==> src/hdl/byte_stack_memory_push_pop_core_assert.svh <==
`ifndef BYTE_STACK_MEMORY_PUSH_POP_CORE_ASSERT_SVH
`define BYTE_STACK_MEMORY_PUSH_POP_CORE_ASSERT_SVH

// condition that holds at every edge out of reset
`define BSM_ASSERT_ALWAYS(label, cond, msg) \
  label: assert property (@(posedge clk) disable iff (rst) (cond)) else $error(msg);

// consequence that follows in the cycle after a trigger
`define BSM_ASSERT_NEXT(label, trig, cons, msg) \
  label: assert property (@(posedge clk) disable iff (rst) (trig) |=> (cons)) \
    else $error(msg);

`endif

==> src/hdl/bsm_pkg.sv <==
package bsm_pkg;

  localparam int unsigned SP_W   = 17;
  localparam int unsigned ADDR_W = 16;
  localparam int unsigned DATA_W = 64;

  localparam logic [7:0] GUARD_BYTE = 8'hfe;

  typedef enum logic [1:0] {
    MODE_PUSH  = 2'd0,
    MODE_POP   = 2'd1,
    MODE_LOAD  = 2'd2,
    MODE_STORE = 2'd3
  } mode_t;

  typedef enum logic [1:0] {
    STATUS_OK        = 2'd0,
    STATUS_BAD_WIDTH = 2'd1,
    STATUS_RANGE     = 2'd2
  } status_t;

  typedef enum logic [1:0] {
    ST_CLEAR,
    ST_IDLE,
    ST_ACCESS,
    ST_FINISH
  } state_t;

  typedef struct packed {
    logic clear_en;
    logic latch;
    logic access;
    logic finish;
  } bsm_cmd_t;

  typedef struct packed {
    logic clear_done;
  } bsm_stat_t;

endpackage

==> src/hdl/bsm_ctrl.sv <==
`include "byte_stack_memory_push_pop_core_assert.svh"

module bsm_ctrl import bsm_pkg::*; (
  input  logic      clk,
  input  logic      rst,
  input  logic      req_valid,
  output logic      req_ready,
  output logic      rsp_valid,
  input  logic      rsp_ready,
  input  bsm_stat_t stat,
  output bsm_cmd_t  cmd
);

  state_t state;
  state_t state_next;
  logic   out_full;
  logic   out_full_next;

  always_ff @(posedge clk) begin
    if (rst) begin
      state    <= ST_CLEAR;
      out_full <= 1'b0;
    end else begin
      state    <= state_next;
      out_full <= out_full_next;
    end
  end

  always_comb begin
    state_next = state;
    unique case (state)
      ST_CLEAR:  if (stat.clear_done) state_next = ST_IDLE;
      ST_IDLE:   if (req_valid) state_next = ST_ACCESS;
      ST_ACCESS: state_next = ST_FINISH;
      ST_FINISH: if (!out_full || rsp_ready) state_next = ST_IDLE;
      default:   state_next = ST_CLEAR;
    endcase
  end

  always_comb begin
    cmd.clear_en = (state == ST_CLEAR);
    cmd.latch    = (state == ST_IDLE) && req_valid;
    cmd.access   = (state == ST_ACCESS);
    cmd.finish   = (state == ST_FINISH) && (!out_full || rsp_ready);
    req_ready    = (state == ST_IDLE);
    rsp_valid    = out_full;
  end

  always_comb begin
    priority if (cmd.finish) begin
      out_full_next = 1'b1;
    end else if (rsp_ready) begin
      out_full_next = 1'b0;
    end else begin
      out_full_next = out_full;
    end
  end

  `BSM_ASSERT_ALWAYS(a_accept_only_idle, !(req_valid && req_ready) || state == ST_IDLE, "beat accepted outside idle")
  `BSM_ASSERT_NEXT(a_access_after_accept, req_valid && req_ready, state == ST_ACCESS, "no access after accepted beat")
  `BSM_ASSERT_ALWAYS(a_no_overwrite, !(cmd.finish && out_full && !rsp_ready), "result overwritten before taken")

endmodule

==> config.mk <==
export PLATFORM = sky130hd
export DESIGN_NAME = bsm_ctrl
export DESIGN_NICKNAME = d
export VERILOG_FILES = /design/src/hdl/bsm_pkg.sv /design/src/hdl/bsm_ctrl.sv
export VERILOG_INCLUDE_DIRS = /design/src /design/src/hdl
export SDC_FILE = /design/constraint.sdc
export NUM_CORES = 1
export LEC_CHECK = 0
export CORE_AREA = 2 2 39 41
export DETAILED_ROUTE_END_ITERATION = 10
export DIE_AREA = 0 0 41 43
export DONT_BUFFER_PORTS = 1
export PLACE_DENSITY_LB_ADDON = 0.1
export SYNTH_ARGS = -nofsm -noshare
export SYNTH_HDL_FRONTEND = slang
export SYNTH_SLANG_ARGS = --single-unit
==> constraint.sdc <==
create_clock -name clk -period 1.4 [get_ports clk]
set_input_delay 0.07 -clock clk [delete_from_list [all_inputs] [get_ports clk]]
set_output_delay 0.07 -clock clk [all_outputs]
set_load 0.05 [all_outputs]
* After elaboration in Yosys (flattened, before gate mapping) *
Index checks and enable logic that the tools add are counted.

operators by class
  equality and inequality tests = 6
  multiplexer cells = 6
  reductions and logical operators = 7

operator list
  kind                                                   count
  one-hot mux 2 bit (4 select lines)                     1
  two-way mux 2 bit                                      3
  == test 2 bit, second input constant                   2
  inequality test 2 bit, second input constant           2
  AND reduction 3 bit                                    1
  == test 2 x 1 -> 1 bit, second input constant          1
  logical AND 1 bit                                      2
  logical NOT 2 bit                                      1
  two-way mux 1 bit                                      2
  inequality test 2 x 1 -> 1 bit, second input constant  1
  nonzero test 2 bit                                     1
  logical NOT 1 bit                                      1
  logical OR 1 bit                                       1

word-level totals
  register bits = 3
  bits of input ports = 5
  output and inout port bits = 6

* Logic depth before layout (Yosys ltp) *
Gate-level depths: netlist of the first run.

  depth in word-level cells = 4
  gate-level depth with buffers = 4
  depth with buffers taken out = 4

* Worst setup path before layout of the first run *
OpenSTA, ideal clock, no wires.

  path type = register -> register
  from = reg state[0]
  to = reg state[0]
  library setup time = 123 ps
  data arrival time = 1662 ps
  required time = 1277 ps
  setup slack = -385 ps
  cell stages (with the launch flop) = 5
  period minus slack after synthesis = 1785 ps
  path through = dfxtp_1 > inv_1 > ha_1 > a222oi_1 > mux2_1

RTL lines
  what                    line            RTL
  from (decl)             bsm_ctrl.sv:14  state_t state;
  from (signal assigned)  bsm_ctrl.sv:24  state <= state_next;

* Worst setup path after layout of the first run *
  from = reg state[0]
  to = reg state[0]

between the ends
  cells in the longest elaborated chain, start to end = 3
  elaborated cells between the ends (all ways) = 9

ends and longest elaborated chain
  what                                                                               line            RTL
  == test 2 bit (tied with other cells)                                              bsm_ctrl.sv:31  unique case (state)
  inequality test 2 x 1 -> 1 bit (no line) or inequality test 2 bit (tied branches)  -
  AND reduction 3 bit (no line)                                                      -

Parallel ways exist; a longest one is shown, timed or not.
A chain may end at the register's enable or synchronous reset.

==> results of run 1 <==
-- per-layer routing --
metal	share of wire [%]	track usage [%]	vias to the layer above
li1	-	-	111
met1	40	6.75	93
met2	44	9.69	10
met3	12	3.66	2
met4	3.9	8.00	0
met5	0	0	-
-- kinds of logic after synthesis --
| logic type | Yosys count | synth area share, % |
|---|---|---|
| adder cells (fa/ha/maj) | 5 | 28.1 |
| multiplexers | 2 | 9.55 |
| AO/OA/AOI/OAI | 1 | 4.49 |
| buffers and inverters | 5 | 10.1 |
| AND/OR/NAND/NOR | 9 | 20.8 |
| flip-flops | 3 | 27.0 |
-- Yosys cell counts --
cell,instances
ha_1,5
nor2_1,4
mux2i_1,1
mux2_1,1
buf_4,1
nand2b_1,2
and2_1,1
nor2b_1,2
dfxtp_1,3
inv_1,4
a222oi_1,1
-- registers in the layout (all words and copies together), names as in the netlist --
signal     cells
rsp_valid      1
state          2
-- metrics by stage --
| stage | cell area [um2] | TNS (ns) | util [%] | cells | hold WS (ns) |
|---|---|---|---|---|---|
| finish | 418 | -0.0612 | 30.2 | 58 | 0.000843 |
| global route | 418 | -0.196 | 30.2 | 58 | 0.0406 |
| CTS | 407 | -0.0694 | 29.4 | 57 | 0.00656 |
| detailed placement | 343 | -0.132 | 24.8 | 50 | 0.146 |
| global placement | 343 | -0.168 | 24.8 | 50 | 0.145 |
| floorplan | 255 | -0.144 | - | 25 | 0.142 |
-- report_power, final --
group          internal, mW  switching (mW)
clock                 0.107          0.0523
sequential            0.126          0.0443
combinational         0.281           0.331
total                 0.514           0.428
-- path summary, 6_finish.rpt --
kind                                start        end  cells after the start
worst max-delay path             state[0]   state[0]                      5
worst min-delay path                  rst   state[1]                      2
worst max register to register   state[0]   state[0]                      5
worst min register to register  rsp_valid  rsp_valid                      3
-- worst max-delay path, cell delays in order, from the launching register on --
cell and delay (ns):
dfxtp_4 0.38, inv_4 0.04, ha_4 0.14, a222oi_1 0.31
buf_4 0.18, mux2_4 0.29
-- placed cells by master, fill, tap and decap left out --
master	instances
ha_4	2
and2_1	1
clkbuf_4	3
mux2_4	1
dfxtp_4	2
nand2b_1	2
ha_1	3
nor2b_1	2
dfxtp_1	1
a222oi_1	1
mux2i_1	1
inv_1	2
clkbuf_1	1
inv_4	2
nor2_1	4
dlygate4sd3_1	1
buf_4	11
buf_6	2
-- cell type report --
cell class / instances / area, um2
Sequential cell: 3 / 67.6
Multi-Input combinational cell: 17 / 169
Inverter: 4 / 20.0
Clock buffer: 4 / 26.3
Timing Repair Buffer: 14 / 115
Fill cell: 148 / 966
Tap cell: 16 / 20.0
-- timing repair --
action | CTS | global route
hold endpoints to repair | 2 | 0
setup buffers | 2 | 1
resized for setup | 4 | 1
hold buffers | 1 | 0
endpoints found under the setup margin | 2 | 3
pin swaps | 1 | 0
==> impl_metrics.env, run 1 <==
export IMPL_fmax_mhz=684
export IMPL_clock_latency_ns=0.24
export IMPL_r2r_setup_slack_ns=-0.06
export IMPL_root_buffer="clkbuf_4"
export IMPL_htree_levels=1
export IMPL_synth_area_leaders="ha_1 (28%), dfxtp_1 (27%), inv_1 (6.7%)"
export IMPL_slew_viol_final=0
export IMPL_ir_drop_mv=0.652
export IMPL_gp_congestion=0.678
export IMPL_period_needed_ns=1.46
export IMPL_preCtsSetupSlack_ns=-0.132
export IMPL_ios=11
export IMPL_ant_nets=0
export IMPL_cap_viol_max_count=0
export IMPL_grt_usage_pct=7.13
export IMPL_start_util_pct=16.1
export IMPL_vias_per_cell=3.72
export IMPL_crit_fanout=4
export IMPL_antenna_found_initial=0
export IMPL_p_leak_nw=0.204
export IMPL_synth_top_area_cell="ha_1"
export IMPL_ys_seq_elements=3
export IMPL_hold_viol=0
export IMPL_violations="negative setup slack"
export IMPL_critPathCaptureType="register"
export IMPL_ys_seq_area_share_pct=27.0
export IMPL_required_ns=1.53
export IMPL_clock_skew_ns=0.00561
export IMPL_syn_nets=35
export IMPL_grt_max_degree=5
export IMPL_io_buffers=0
export IMPL_wl_um=484
export IMPL_gr_total_overflow=0
export IMPL_postSynthCellCount=25
export IMPL_drc=0
export IMPL_cts_tree="built"
export IMPL_fin_ws_ns=-0.0612
export IMPL_fin_crit_sh_pct=104
export IMPL_cts_buffer_depth=2
export IMPL_die_w_um=41
export IMPL_slew_headroom_pct=80.9
export IMPL_netlist_area_um2=223
export IMPL_critical_path_class="reg2reg"
export IMPL_dr_pass1_iters=4
export IMPL_areaGrowthSynthToFinish_pct=87.6
export IMPL_setup_viol=1
export IMPL_coreArea_um2=1380
export IMPL_p_total_mw=0.942
export IMPL_row_count=14
export IMPL_tightest_slew_ns=0.287
export IMPL_numCtsBuffers=3
export IMPL_synth_cell_types=11
export IMPL_holdCritPathClass="in2reg"
export IMPL_die_area_um2=1760
export IMPL_vias=216
export IMPL_clkTransAtPathRegs_ns=0.04
export IMPL_synth_warnings=0
export IMPL_grt_pass1_wl_um=779
export IMPL_arrival_ns=1.59
export IMPL_grt_pass1_vias=216
export IMPL_cts_sinks=3
export IMPL_avgSynthCellArea_um2=8.91
export IMPL_drive_above_1_share_pct=54.8
export IMPL_p_per_area_nw_per_um2=2250
export IMPL_status="complete, but fails checks"
export IMPL_drtIter0Drc=1
export IMPL_rsz0062_at_grt="true"
export IMPL_wire_per_inst_um=8.34
export IMPL_antenna_cells=0
export IMPL_final_nets=53
export IMPL_start_kind="register"
export IMPL_synth_top_area_share_pct=28.1
export IMPL_die_h_um=43
Power figures use the tool's default switching activity.
==> run 2, diff against run 1 <==
--- a/config.mk
+++ b/config.mk
@@ -11,6 +11,8 @@
 export DIE_AREA = 0 0 41 43
 export DONT_BUFFER_PORTS = 1
 export PLACE_DENSITY_LB_ADDON = 0.1
+export SETUP_SLACK_MARGIN = 0.15
+export SLEW_MARGIN = 10
 export SYNTH_ARGS = -nofsm -noshare
 export SYNTH_HDL_FRONTEND = slang
 export SYNTH_SLANG_ARGS = --single-unit
==> impl_metrics.env, run 2 (synthesis gave the netlist of run 1 again) <==
export IMPL_grt_max_degree=5
export IMPL_period_needed_ns=1.46
export IMPL_vias_per_cell=3.72
export IMPL_coreArea_um2=1380
export IMPL_cts_buffer_depth=2
export IMPL_drive_above_1_share_pct=59.5
export IMPL_clkTransAtPathRegs_ns=0.04
export IMPL_clkPwrFrac_pct=16.2
export IMPL_final_core_util_pct=31.6
export IMPL_switchingPower_mw=0.435
export IMPL_io_buffers=0
export IMPL_critical_path_class="reg2reg"
export IMPL_p_leak_nw=0.210
export IMPL_drc=0
export IMPL_areaGrowthSynthToFinish_pct=96.6
export IMPL_required_ns=1.53
export IMPL_numCtsBuffers=3
export IMPL_design_area_um2=438
export IMPL_path_cells="inv_4 > ha_4 > a222oi_1 > buf_4 > mux2_4"
export IMPL_clock_latency_ns=0.24
export IMPL_root_buffer="clkbuf_4"
export IMPL_die_area_um2=1760
export IMPL_vias=216
export IMPL_slowest_stage="dfxtp_4"
export IMPL_ir_drop_mv=0.675
export IMPL_hold_viol=0
export IMPL_fin_ws_ns=-0.0613
export IMPL_fmax_mhz=684
export IMPL_die_h_um=43
export IMPL_drtIter0Drc=1
export IMPL_wire_per_inst_um=8.47
export IMPL_slew_viol_final=0
export IMPL_fin_cells=58
export IMPL_antenna_found_initial=0
export IMPL_cp_slowest_stage_delay_ns=0.37
export IMPL_critPathCaptureType="register"
export IMPL_gp_congestion=0.678
export IMPL_layout_commonest_cell="buf_4"
export IMPL_grt_pass1_vias=218
export IMPL_largest_reg_flops=2
export IMPL_p_total_mw=0.983
export IMPL_arrival_ns=1.59
export IMPL_numPlacedInstances=50
export IMPL_wl_um=491
export IMPL_start_kind="register"
export IMPL_tightest_slew_ns=0.287
export IMPL_ant_nets=0
export IMPL_holdCritPathClass="in2reg"
export IMPL_p_comb_share_pct=66.6
export IMPL_swShare_pct=44.3
export IMPL_grt_usage_pct=7.23
export IMPL_dr_pass1_iters=4
export IMPL_cts_tree="built"
export IMPL_violations="negative setup slack"
export IMPL_slew_headroom_pct=80.9
export IMPL_clock_skew_ns=0.00561
export IMPL_htree_levels=1
export IMPL_die_w_um=41
export IMPL_antenna_cells=0
export IMPL_final_cell_mix="buf_4 (9), nor2_1 (4), ha_1 (3), clkbuf_4 (3)"
export IMPL_final_nets=53
export IMPL_crit_family="flip-flops"
export IMPL_intPower_mw=0.548
export IMPL_whs_ns=0.000854
export IMPL_setup_viol=1
export IMPL_ios=11
export IMPL_row_count=14
export IMPL_rsz0062_at_grt="true"
export IMPL_placed_area_um2=343
export IMPL_grt_pass1_wl_um=793
export IMPL_start_util_pct=16.1
export IMPL_cts_sinks=3
export IMPL_p_per_area_nw_per_um2=2250
export IMPL_top_register="state"
export IMPL_status="complete, but fails checks"
export IMPL_gr_total_overflow=0
export IMPL_cp_num_buf_inv=2
export IMPL_cap_viol_max_count=0
export IMPL_fin_crit_sh_pct=104
export IMPL_seqPwrFrac_pct=17.2
export IMPL_crit_fanout=4
==> run 2: area by class of cell <==
type | instances | area, um2
clock buffers | 4 | 26.3
flip-flops and latches | 3 | 67.6
repair buffers | 14 | 130
fillers | 143 | 946
multi-input cells | 17 | 174
well taps | 16 | 20.0
inverters | 4 | 20.0
==> run 2: final timing paths <==
path / to / cells past startpoint / start / slack (ns)
min reg2reg: rsp_valid / 3 / rsp_valid / 0.63
max: state[0] / 5 / state[1] / -0.06
max reg2reg: state[0] / 5 / state[1] / -0.06
min: state[1] / 2 / rst / 0.0009
==> run 2: repair_timing <==
action	4_1_cts	5_1_grt
setup endpoints to repair	5	4
hold endpoints to repair	2	0
buffers inserted	2	1
pin swaps	1	2
gates resized for setup	11	0
hold buffers	1	0
==> run 2: metal layers <==
layer	track usage (%)	routed length, um	vias up	part of all wire [%]
met1	7.07	196	93	40
met4	8.00	19	0	3.9
met3	3.66	56	2	11
met5	0	0	-	0
met2	9.69	218	10	44
li1	-	-	111	-
==> run 2: per-stage QoR <==
step,TNS [ns],setup slack [ns]
3_3_place_gp,-0.168,-0.168
5_1_grt,-0.196,-0.113
6_report,-0.0613,-0.0613
4_1_cts,-0.0694,-0.0694
2_1_floorplan,-0.144,-0.144
3_5_place_dp,-0.132,-0.132
==> run 2: power by group through the flow <==
stage	Combinational (mW)	Sequential, mW	Clock, mW
2_1_floorplan	0.419	0.168	0
3_5_place_dp	0.534	0.167	0
3_3_place_gp	0.540	0.169	0
6_report	0.655	0.169	0.160
5_1_grt	0.711	0.174	0.168
4_1_cts	0.649	0.171	0.167
==> run 3, diff against run 2 <==
--- a/config.mk
+++ b/config.mk
@@ -10,7 +10,7 @@
 export DETAILED_ROUTE_END_ITERATION = 10
 export DIE_AREA = 0 0 41 43
 export DONT_BUFFER_PORTS = 1
-export PLACE_DENSITY_LB_ADDON = 0.1
+export PLACE_DENSITY = 0.35
 export SETUP_SLACK_MARGIN = 0.15
 export SLEW_MARGIN = 10
 export SYNTH_ARGS = -nofsm -noshare
==> impl_metrics.env, run 3 (synthesis gave the netlist of run 1 again) <==
export IMPL_crit_fanout=4
export IMPL_top_register="state"
export IMPL_grt_usage_pct=7.22
export IMPL_clock_latency_ns=0.23
export IMPL_hold_viol=0
export IMPL_clkTransAtPathRegs_ns=0.04
export IMPL_fin_tns_setup_ns=-0.0388
export IMPL_grt_pass1_vias=232
export IMPL_die_h_um=43
export IMPL_endpoint="state[0]"
export IMPL_vias_per_cell=3.76
export IMPL_p_per_area_nw_per_um2=2230
export IMPL_seqPwrFrac_pct=16.1
export IMPL_design_area_um2=472
export IMPL_die_w_um=41
export IMPL_placed_area_um2=343
export IMPL_arrival_ns=1.55
export IMPL_start_util_pct=16.1
export IMPL_cts_tree="built"
export IMPL_start_kind="register"
export IMPL_ir_drop_mv=0.926
export IMPL_wl_um=516
export IMPL_io_buffers=0
export IMPL_die_area_um2=1760
export IMPL_ant_nets=0
export IMPL_ios=11
export IMPL_numCtsBuffers=3
export IMPL_required_ns=1.51
export IMPL_antenna_cells=0
export IMPL_crit_reg2reg_launch="state[0]"
export IMPL_fmax_mhz=695
export IMPL_drive_above_1_share_pct=62.8
export IMPL_switchingPower_mw=0.451
export IMPL_slew_viol_final=0
export IMPL_final_nets=54
export IMPL_holdCritPathClass="in2reg"
export IMPL_fin_ws_ns=-0.0388
export IMPL_final_cell_mix="buf_4 (8), nor2_1 (4)"
export IMPL_row_count=14
export IMPL_whs_path_depth=2
export IMPL_clock_skew_ns=0.000201
export IMPL_drc=0
export IMPL_violations="negative setup slack"
export IMPL_antenna_found_initial=0
export IMPL_crit_start="state[0]"
export IMPL_clkPwrFrac_pct=13.9
export IMPL_swShare_pct=42.9
export IMPL_layout_commonest_cell="buf_4"
export IMPL_critical_path_class="reg2reg"
export IMPL_gp_congestion=0.673
export IMPL_largest_reg_flops=2
export IMPL_dr_pass1_iters=4
export IMPL_setup_viol=1
export IMPL_root_buffer="clkbuf_4"
export IMPL_coreArea_um2=1380
export IMPL_vias=222
export IMPL_cts_sinks=3
export IMPL_grt_pass1_wl_um=848
export IMPL_dp_hpwl_um=403
export IMPL_tightest_slew_ns=0.261
export IMPL_grt_max_degree=6
export IMPL_reg2reg_depth=5
export IMPL_critPathCaptureType="register"
export IMPL_drtIter0Drc=4
export IMPL_areaGrowthSynthToFinish_pct=112
export IMPL_wire_per_inst_um=8.75
export IMPL_intPower_mw=0.600
export IMPL_rsz0062_at_grt="true"
export IMPL_cap_viol_max_count=0
export IMPL_cts_buffer_depth=2
export IMPL_slew_headroom_pct=82.6
export IMPL_gr_total_overflow=0
export IMPL_crit_reg2reg_capture="state[0]"
export IMPL_r2r_setup_slack_ns=-0.04
export IMPL_fin_crit_sh_pct=103
export IMPL_p_comb_share_pct=70.0
export IMPL_htree_levels=1
export IMPL_status="complete, but fails checks"
export IMPL_p_leak_nw=0.218
export IMPL_period_needed_ns=1.44
[run 3: worst min-delay path by stage]
stage | end | startpoint
after floorplan | rsp_valid | rst
after global placement | rsp_valid | rst
after detailed placement | rsp_valid | rst
after CTS | state[1] | rst
after global routing | state[1] | rst
final | state[1] | rst
[run 3: area by class of cell]
class	count	area (um2)
Fill cell	152	912
Multi-Input combinational cell	17	186
Timing Repair Buffer	15	149
Sequential cell	3	67.6
Clock buffer	4	26.3
Inverter	4	22.5
Tap cell	16	20.0
[run 3: worst max-delay path, cell delays in order, from the launching register on]
cell	delay (ns)
dfxtp_4	0.38
inv_4	0.04
ha_4	0.15
a222oi_1	0.29
buf_4	0.17
mux2_4	0.29
[run 3: power by group through the flow]
stage	combinational, mW	sequential (mW)	clock (mW)
floorplan	0.419	0.168	0
global placement	0.546	0.162	0
detailed placement	0.549	0.162	0
CTS	0.701	0.167	0.155
global route	0.788	0.175	0.166
finish	0.736	0.169	0.146
[run 3: per-stage QoR]
| stage | std cells | power, mW | hold slack, ns | util, % | setup WS [ns] |
|---|---|---|---|---|---|
| after floorplan | 25 | 0.587 | 0.142 | - | -0.144 |
| after global placement | 50 | 0.708 | 0.148 | 24.8 | -0.0579 |
| final | 59 | 1.05 | 0.0146 | 34.1 | -0.0388 |
| after detailed placement | 50 | 0.711 | 0.145 | 24.8 | -0.0901 |
| after global routing | 59 | 1.13 | 0.0140 | 34.1 | -0.127 |
| after CTS | 57 | 1.02 | 0.00923 | 32.5 | -0.0392 |
[run 3: routing by layer]
metal | vias up | track usage, % | wire, um
met3 | 0 | 5.24 | 40
met4 | 0 | 4.00 | 0
li1 | 116 | - | -
met2 | 7 | 9.69 | 264
met1 | 99 | 8.01 | 211
met5 | - | 0 | 0
[run 3: what timing repair did]
action,in CTS,in global routing
endpoints found under the hold margin,1,0
endpoints found under the setup margin,4,5
buffers inserted,2,2
pin swaps,3,1
cloned,0,0
gates resized for setup,15,2
hold buffers,1,0
